===== src/hdl/mts_ram.sv =====
// ----------------------------------------------------------------------------
// mts_ram: generic single-port-write, single-port-read RAM
// One write and one registered read per cycle. Contents are not reset.
// ----------------------------------------------------------------------------
`default_nettype none

module mts_ram #(
    parameter int WIDTH = 8,
    parameter int DEPTH = 256
) (
    input  logic                     clk,
    input  logic                     we,
    input  logic [$clog2(DEPTH)-1:0] waddr,
    input  logic [WIDTH-1:0]         wdata,
    input  logic [$clog2(DEPTH)-1:0] raddr,
    output logic [WIDTH-1:0]         rdata
);

    logic [WIDTH-1:0] mem [DEPTH];
    logic [WIDTH-1:0] rdata_reg;

    always_ff @(posedge clk)
    begin
        if (we)
        begin
            mem[waddr] <= wdata;
        end
        rdata_reg <= mem[raddr];
    end

    assign rdata = rdata_reg;

endmodule

`default_nettype wire


===== config.mk =====
export PLATFORM = sky130hd
export DESIGN_NAME = mts_ram
export DESIGN_NICKNAME = d
export VERILOG_FILES = /design/src/hdl/mts_ram.sv
export SDC_FILE = /design/constraint.sdc
export NUM_CORES = 2
export LEC_CHECK = 0
export BUFFER_PORTS_ARGS = -buffer_cell sky130_fd_sc_hd__clkbuf_2
export CAP_MARGIN = 0
export CORE_UTILIZATION = 50
export CTS_CLUSTER_SIZE = 30
export DETAILED_ROUTE_END_ITERATION = 16
export HOLD_SLACK_MARGIN = 0.08
export PLACE_DENSITY_LB_ADDON = 0.15
export SETUP_SLACK_MARGIN = 0.15
export SKIP_LAST_GASP = 1
export SLEW_MARGIN = 25
export SYNTH_ARGS = -nofsm -noshare
export SYNTH_HDL_FRONTEND = slang
export SYNTH_SLANG_ARGS = --single-unit
export TNS_END_PERCENT = 5

===== constraint.sdc =====
create_clock -name clk -period 3.4 [get_ports clk]
set_input_delay 0.17 -clock clk [delete_from_list [all_inputs] [get_ports clk]]
set_output_delay 0.17 -clock clk [all_outputs]
set_load 0.1 [all_outputs]

==> results summary <==
In the layout the commonest cells are 2048 x edfxtp_1, 454 x mux4_2, 357 x buf_4. The switching share of power came out at 21.4%. The required time of the worst setup path is 4070 ps. The initial core utilization is 50.3%. The count of TritonRoute iterations in the first routing pass is 5. In this run the remaining antenna-violating nets after routing total 0.

The final critical delay including setup and external delays came out at 2720 ps. The die width is 401 um. The slowest stage of the critical path belongs to the cell nor3_1.

The final max-slew violation count is 0. Derived from the worst setup path, the maximum achievable clock frequency is 368 MHz. Traced cell by cell, the critical path runs through mux4_2 > a22o_1 > a221oi_1 > o32ai_1 > nor3_1 > nor4_1.

The slew at the pin closest to its max-slew limit came out at 1090 ps. The register clock-pin slew on the reported worst setup and hold paths came out at 60 ps. Leaving out fill and tap cells, the most frequent cell in the layout is edfxtp_1. The critical path data arrival time is 3390 ps. The overall power after layout came out at 52.5 mW.

In the routed layout, each cell is associated on average with a via count of 6.19. The count of fill cells added during filler insertion is 11600. Along the worst hold path, the cell count comes to 4. The final hold violation count is 0. Combinational logic is responsible for 5.3% of the overall power. The proportion of power drawn by the clock network is 41.4%. The mean post-synth cell area is 21.3 um2.

During placement, the flow inserted port buffers numbering 33. The number of design-rule violations left by the first detailed-router iteration came out at 4169. Summed over all cells, the static leakage comes to 28.7 nW. The floorplan step defined a core boundary enclosing 158000 um2. The share of total power dissipated in sequential elements is 53.3%.

The overall die height is 401 um. The number of synthesized register bits came out at 2056. The final-layout setup total negative slack is 0 ps. The first-pass GRT wire length is 288000 um. The relative area change from synthesis to final layout is 14.3%. The share of the yosys chip area belonging to registers came out at 77.5%. The worst setup path is of the flip-flop to flip-flop kind. The delay of the slowest critical-path stage came out at 710 ps. The worst vdd rail ir drop is 0.527 mV. TritonCTS built the clock tree. The worst max-slew margin expressed relative to the limit is 26.5%. Setup violations remaining at the end of the flow were counted as 0.

The pin count of the biggest net entering global routing is 117. The final cell utilization of the core came out at 57.5%. Setup repair after global routing left no endpoint under its margin.

After the last flow step, the layout net total stands at 4165. The total standard cell area after synthesis is 79600 um2. The count of maximum capacitance violations came out at 0. The number of antenna violations at the first check in global routing was 10. The number of flip-flops under the largest register name came out at 2048. At the end of routability-driven placement, the weighted congestion stood at 0.828.

The count of pins on the block boundary is 34. The clock sink total is 2056. The total internal power is 41.3 mW. Yosys printed 0 warnings. The longest clock path from root to sink contains 3 buffers.

The number of nets in the synthesized netlist is 3759. The fraction of the cycle the final worst path needs is 79.9%. The nature of the critical path endpoint is a flip-flop. The power density of the placed cells came out at 578 nW/um2. The number of vias in the routed layout is 39500. Measured in cells, the most critical reg-to-reg path has a length of 6. The worst hold slack across all endpoints came out at 193 ps. The H-tree depth is 4.

The share of post-route cells with drive strength above 1 is 27.2%. The number of global-route vias before repair came out at 39700. The final setup skew came out at 33.4 ps. Dividing the detail-routed wire length by the instance count gives 31.2 um. The final layout contains routed wiring with a total length of 199000 um. In this run the clock root is driven by a clkbuf_16. The die outline area came out at 161000 um2. The flow ran to the end, and the final reports show no timing, DRC or antenna violations. The worst hold path belongs to the class input pin to flip-flop. In the synthesized netlist, the number of instances is 3733. The later pin in the worst-skew pair is clocked with a latency of 820 ps. In this run the worst path has a maximum fanout of 1. The number of different library cells used by synthesis comes to 55.

Clock tree synthesis inserted a total of 204 buffers. After detailed routing, the number of remaining DRC violations is 0. Row generation in the floorplan step produced 146 rows. The total grt overflow came out at 0. In this run the power spent charging and discharging nets is 11.2 mW.

For this run, the total global-route usage over all layers was measured as 25.1%. Once detailed placement completed, the half-perimeter wirelength came to 126000 um. The worst setup path is launched from a flip-flop.
-- cell usage after synthesis, drive strengths merged --
master	number	area share, %
a2111oi	5	0.066
a211oi	16	0.15
a21boi	1	0.0094
a21oi	96	0.60
a221oi	14	0.16
a22o	8	0.088
a22oi	133	1.3
a311oi	2	0.022
a31oi	2	0.016
and2	6	0.047
and3	1	0.0079
and3b	2	0.022
buf	122	1.3
clkbuf	111	0.52
clkinv	1	0.0047
dfxtp	8	0.20
edfxtp	2048	77
inv	1	0.0047
mux2	1	0.014
mux2i	134	1.7
mux4	456	13
nand2	33	0.16
nand2b	8	0.063
nand3	34	0.21
nand3b	2	0.019
nand4	10	0.079
nor2	282	1.3
nor2b	31	0.24
nor3	22	0.14
nor3b	1	0.0094
nor4	27	0.24
nor4b	1	0.011
o211ai	10	0.094
o21ai	12	0.075
o221ai	47	0.53
o22a	5	0.055
o22ai	28	0.22
o311ai	1	0.011
o32ai	5	0.064
or2	4	0.031
or2b	1	0.0094
or3b	1	0.011
-- repair_timing --
| action | in CTS | in global routing |
|---|---|---|
| hold buffers | 11 | 0 |
| gates resized for setup | 0 | 0 |
| endpoints found under the hold margin | 811 | 0 |
| buffers inserted | 0 | 0 |
-- power groups by stage --
stage	Sequential [mW]	Combinational [mW]	Clock, mW
6_report	28.0	2.78	21.8
5_1_grt	28.0	2.92	23.1
4_1_cts	28.0	2.81	22.1
3_5_place_dp	28.5	2.79	0
3_3_place_gp	28.5	2.77	0
2_1_floorplan	28.6	1.36	0
-- final cells by class --
type	count	area, um2	share of cell area [%]
antenna	4	10.0	0.0110
clock inverter	99	873	0.960
tap	2072	2590	2.85
clock buffer	276	5590	6.15
sequential	2056	61700	67.8
timing repair buffer	433	3730	4.10
inverter	2	7.51	0.00825
multi-input combinational	1442	16500	18.1
-- metrics by stage --
step	setup WS, ps	instances	area, um2
2_1_floorplan	1290	3733	79600
4_1_cts	642	6380	91000
6_report	683	6384	91000
3_5_place_dp	32.2	5994	84400
5_1_grt	584	6380	91000
3_3_place_gp	-420	5994	84400
-- critical path: cells and delay by family, from the launching register on --
| kind | cells | cell delay (ps) |
|---|---|---|
| multiplexers | 1 | 450 |
| flip-flops | 1 | 370 |
| AO/OA/AOI/OAI | 3 | 900 |
| AND/OR/NAND/NOR | 2 | 830 |
-- layer usage --
| layer | track usage [%] | wire length (um) |
|---|---|---|
| met5 | 0 | 57 |
| met4 | 6.62 | 4730 |
| met3 | 4.26 | 15600 |
| met2 | 39.1 | 95200 |
| met1 | 37.1 | 83800 |
-- worst paths after layout --
check / end / from / slack [ps]
worst max-delay path: rdata[5] / mem[208][5] / 680
worst min-delay path: mem[174][0] / waddr[2] / 190
worst max register to register: rdata[5] / mem[208][5] / 680
worst min register to register: rdata[5] / mem[33][5] / 1140
-- kinds of logic after synthesis --
family	after synthesis	synth area share, %
multiplexers	591	14.6
AO/OA/AOI/OAI	385	3.42
flip-flops	2056	77.5
AND/OR/NAND/NOR	466	2.63
buffers and inverters	235	1.83
Power figures use the tool's default switching activity.
