File: config.mk
export PLATFORM = sky130hd
export DESIGN_NAME = mts_div
export DESIGN_NICKNAME = d
export VERILOG_FILES = /design/src/hdl/mts_div.sv
export SDC_FILE = /design/constraint.sdc
export NUM_CORES = 1
export LEC_CHECK = 0
export BUFFER_PORTS_ARGS = -buffer_cell sky130_fd_sc_hd__buf_2
export CELL_PAD_IN_SITES_DETAIL_PLACEMENT = 0
export CELL_PAD_IN_SITES_GLOBAL_PLACEMENT = 1
export CORE_MARGIN = 2
export CORE_UTILIZATION = 44
export DETAILED_ROUTE_END_ITERATION = 6
export HOLD_SLACK_MARGIN = 0.03
export PLACE_DENSITY = 0.83
export SYNTH_ARGS = -nofsm -noshare
export SYNTH_HDL_FRONTEND = slang
export SYNTH_SLANG_ARGS = --single-unit
File: constraint.sdc
create_clock -name clk -period 3.2 [get_ports clk]
set_input_delay 0.32 -clock clk [delete_from_list [all_inputs] [get_ports clk]]
set_output_delay 0.32 -clock clk [all_outputs]
set_load 0.02 [all_outputs]
File: src/hdl/mts_div.sv
// ----------------------------------------------------------------------------
// mts_div: iterative restoring divider
// One quotient bit per cycle; quotient holds after the last step.
// ----------------------------------------------------------------------------
`default_nettype none

module mts_div #(
    parameter int DIVIDEND_W = 18,
    parameter int DIVISOR_W  = 20
) (
    input  logic                  clk,
    input  logic                  rst_n,
    input  logic                  start,
    input  logic [DIVIDEND_W-1:0] dividend,
    input  logic [DIVISOR_W-1:0]  divisor,
    output logic                  last,
    output logic [DIVIDEND_W-1:0] quotient
);

    localparam int CNT_W = $clog2(DIVIDEND_W + 1);

    logic                  busy_reg, busy_next;
    logic [CNT_W-1:0]      cnt_reg, cnt_next;
    logic [DIVISOR_W-1:0]  rem_reg, rem_next;
    logic [DIVIDEND_W-1:0] quo_reg, quo_next;
    logic [DIVISOR_W-1:0]  div_reg, div_next;
    logic [DIVISOR_W:0]    shifted;
    logic [DIVISOR_W:0]    diff;
    logic                  fits;

    assign shifted = {rem_reg, quo_reg[DIVIDEND_W-1]};
    assign diff    = shifted - {1'b0, div_reg};
    assign fits    = !diff[DIVISOR_W];
    assign last    = busy_reg && (cnt_reg == CNT_W'(DIVIDEND_W - 1));

    always_comb
    begin
        busy_next = busy_reg;
        cnt_next  = cnt_reg;
        rem_next  = rem_reg;
        quo_next  = quo_reg;
        div_next  = div_reg;
        if (start)
        begin
            busy_next = 1'b1;
            cnt_next  = '0;
            rem_next  = '0;
            quo_next  = dividend;
            div_next  = divisor;
        end
        else if (busy_reg)
        begin
            rem_next = fits ? diff[DIVISOR_W-1:0] : shifted[DIVISOR_W-1:0];
            quo_next = {quo_reg[DIVIDEND_W-2:0], fits};
            cnt_next = cnt_reg + 1'b1;
            if (last)
            begin
                busy_next = 1'b0;
            end
        end
    end

    always_ff @(posedge clk or negedge rst_n)
    begin
        if (!rst_n)
        begin
            busy_reg <= 1'b0;
            cnt_reg  <= '0;
        end
        else
        begin
            busy_reg <= busy_next;
            cnt_reg  <= cnt_next;
        end
    end

    always_ff @(posedge clk)
    begin
        rem_reg <= rem_next;
        quo_reg <= quo_next;
        div_reg <= div_next;
    end

    assign quotient = quo_reg;

endmodule

`default_nettype wire

==> results.md <==
* Hold Vio Cnt, Final at 0
* Synthesized instance count at 353
* GRT Total Usage at 18.5%
* Row count at 33
* First-pass GRT wire length at 13.0 mm
* Routed wl met3 at 462 µm
* CP max stage cell: fa_1
* Clock latency on the worst-skew pair at 0.35 ns
* Lkg Pwr at 1.83 nW
* Post-synth top area share at 31.0%
* Placed inst area at 4080 µm²
* Crit. End Element: flip-flop
* Worst path cell trace: inv_1 > ha_1 > fa_1 > nand2b_1 > a21oi_2 > o2111a_1 > o21a_1 > o211ai_2 > nor4b_1 > a2111oi_1
* Total number of vias at 2857
* RSZ-0062 raised after global routing: no
* Clock sink total at 64
* Flip-flop and latch count after synthesis at 64
* Synth Net Count at 417
* Layout cells sized above 1 at 24.9%
* Multi-input gate area at 1820 µm²
* Main area contributors after synthesis: edfxtp_1 31%, dfxtp_1 11%, ha_1 7.5%, mux2_2 5.2%, dfrtp_1 4.1%
* Wire per inst at 14.7 µm
* Setup TNS Final at 0 ns
* CTS tree: built
* DRC viols at 0
* Post-DP HPWL at 5.57 mm
* Most common cell after layout, fill and taps aside: buf_2
* Routed wl met2 at 3.75 mm
* Clk slew on worst S/H paths at 0.08 ns
* Kind of critical path: reg -> reg
* Starting density of the core at 45.1%
* DR vias/cell at 5.42
* Final Non-Filler Cells at 527
* CTS hold repair buffers at 1
* Seq. cell area at 1690 µm²
* Status: completed
* Clock root buffer: clkbuf_8
* Design area at 4290 µm²
* Final Slew Violations at 0
* Worst-case clock buffer depth at 2
* Synthesized area per cell at 10.4 µm²
* Total die area at 9120 µm²
* Drt first pass iters at 4
* Placed cell count at 510
* I/O pins at 60
* Power, Total at 1.91 mW
* Yosys warns at 0
* Measured slew at the worst slew-check pin at 0.766 ns
* I/O Buffers at 59
* First-iteration detailed-routing DRC count at 106
* Htree depth at 3
* Tcrit/Tclk final at 91.1%
* Ant diodes at 0
* Initial antenna violation count at 0
* Die width at 95.5 µm
* Final net count at 481
* Slowest stage delay, CP at 0.40 ns
* Final Critical Period at 2.91 ns
* Count of unique library cells instantiated by Yosys at 57
* Top_reg_cell synth: edfxtp_1
* Global placement routability congestion at 0.827
* Top Layer Used: met4
* Peak supply drop at 0.269 mV
* HP Class: in -> reg
* Power Density at 447 nW/µm²
* Final WL at 7.73 mm
* Max-slew headroom at 48.8%
* Congestion Overflow GR at 0
* Post-CTS Setup Inserts at 0
* Die Ht at 95.5 µm
* Filler cells at 788
* Num CTS Buffers at 9
* Worst-path fanout max at 15
* M1 wire length at 3.42 mm
* Clock Skew at 0.00915 ns
* Mapped cell area at 3680 µm²
* Commonest cells after routing, fill and taps aside: 59 x buf_2, 38 x edfxtp_1, 31 x nor2_1, 30 x nand2_1, 25 x inv_1
* Maxcap violations at 0
* Critical Path AT at 3.10 ns
* Setup Viol. Count Final at 0
* Worst Path Required at 3.39 ns
* Vias in the first global route at 2804
* ANT nets after route at 0
* Fmax at 343 MHz
* Startpoint Class: flip-flop
* R2R setup slack at 0.29 ns
* Async S/R FF share, synth at 9.38%
* Register area share after synthesis at 45.9%
* Post-CTS sizing at 0
* Area leader, netlist: edfxtp_1
* WHS at 0.144 ns
* EDFF count, synth at 38
* Area grow syn2layout at 16.4%
* Core Area at 8180 µm²
* Largest net degree at the start of global routing at 31
==> synth_stat cells, types with 9 or more instances <==
cell	number
a211oi_1	9
o21ai_0	15
mux2_2	17
nand2_1	30
inv_1	25
xor2_1	10
a21oi_1	14
nor2_1	31
ha_1	22
mux2i_1	10
edfxtp_1	38
dfxtp_1	20
==> layout make-up <==
type                       instances  share of cell area (%)
clock buffer                       9                    2.89
tap                              105                    3.06
inverter                          25                    2.19
sequential                        64                    39.5
clock inverter                     7                    1.66
timing repair buffer              67                    8.35
multi-input combinational        250                    42.4
==> metal layers <==
layer | up-vias | track usage (%)
met4 | 0 | 7.50
met2 | 67 | 28.5
met1 | 1366 | 24.1
met5 | - | 0
met3 | 7 | 5.69
li1 | 1417 | -
==> final timing paths <==
check / startpoint / cells after the start / endpoint
worst min-delay path: divisor[15] / 1 / div_reg[15]$_DFFE_PP_
worst max-delay path: quotient[17]$_DFFE_PP_ / 10 / rem_reg[11]$_SDFFE_PP0P_
worst max register to register: quotient[17]$_DFFE_PP_ / 10 / rem_reg[11]$_SDFFE_PP0P_
worst min register to register: rem_reg[18]$_SDFFE_PP0P_ / 2 / rem_reg[18]$_SDFFE_PP0P_
max in group asynchronous: rst_n / 2 / busy_reg$_DFF_PN0_
min in group asynchronous: rst_n / 2 / cnt_reg[4]$_DFFE_PN0P_
==> critical path, delay by kind of cell (launching register included) <==
kind / cells / cell delay, ns
buffers and inverters: 1 / 0.06
AND/OR/NAND/NOR: 2 / 0.57
adder cells (fa/ha/maj): 2 / 0.62
flip-flops: 1 / 0.38
AO/OA/AOI/OAI: 5 / 1.14
==> stage by stage <==
step	setup WS (ns)	util, %
finish	0.286	52.4
floorplan	0.509	-
CTS	0.283	52.4
global route	0.0995	52.4
detailed placement	0.307	49.9
global placement	0.449	49.9
==> cells by family after synthesis <==
| family | share of synthesized area [%] |
|---|---|
| muxes | 7.91 |
| DFF | 45.9 |
| xor gates and xnor gates | 4.28 |
| and+or+nand+nor | 11.6 |
| buffers and inverters | 4.76 |
| AOI/OAI and AO/OA | 17.5 |
| adders and majority gates | 8.02 |
==> power breakdown <==
part | internal, mW | leakage (nW) | switching [mW]
Clock | 0.359 | 0.0933 | 0.332
Combinational | 0.117 | 1.11 | 0.153
Sequential | 0.929 | 0.626 | 0.0239
No activity file was read; power rests on OpenSTA's default activity.
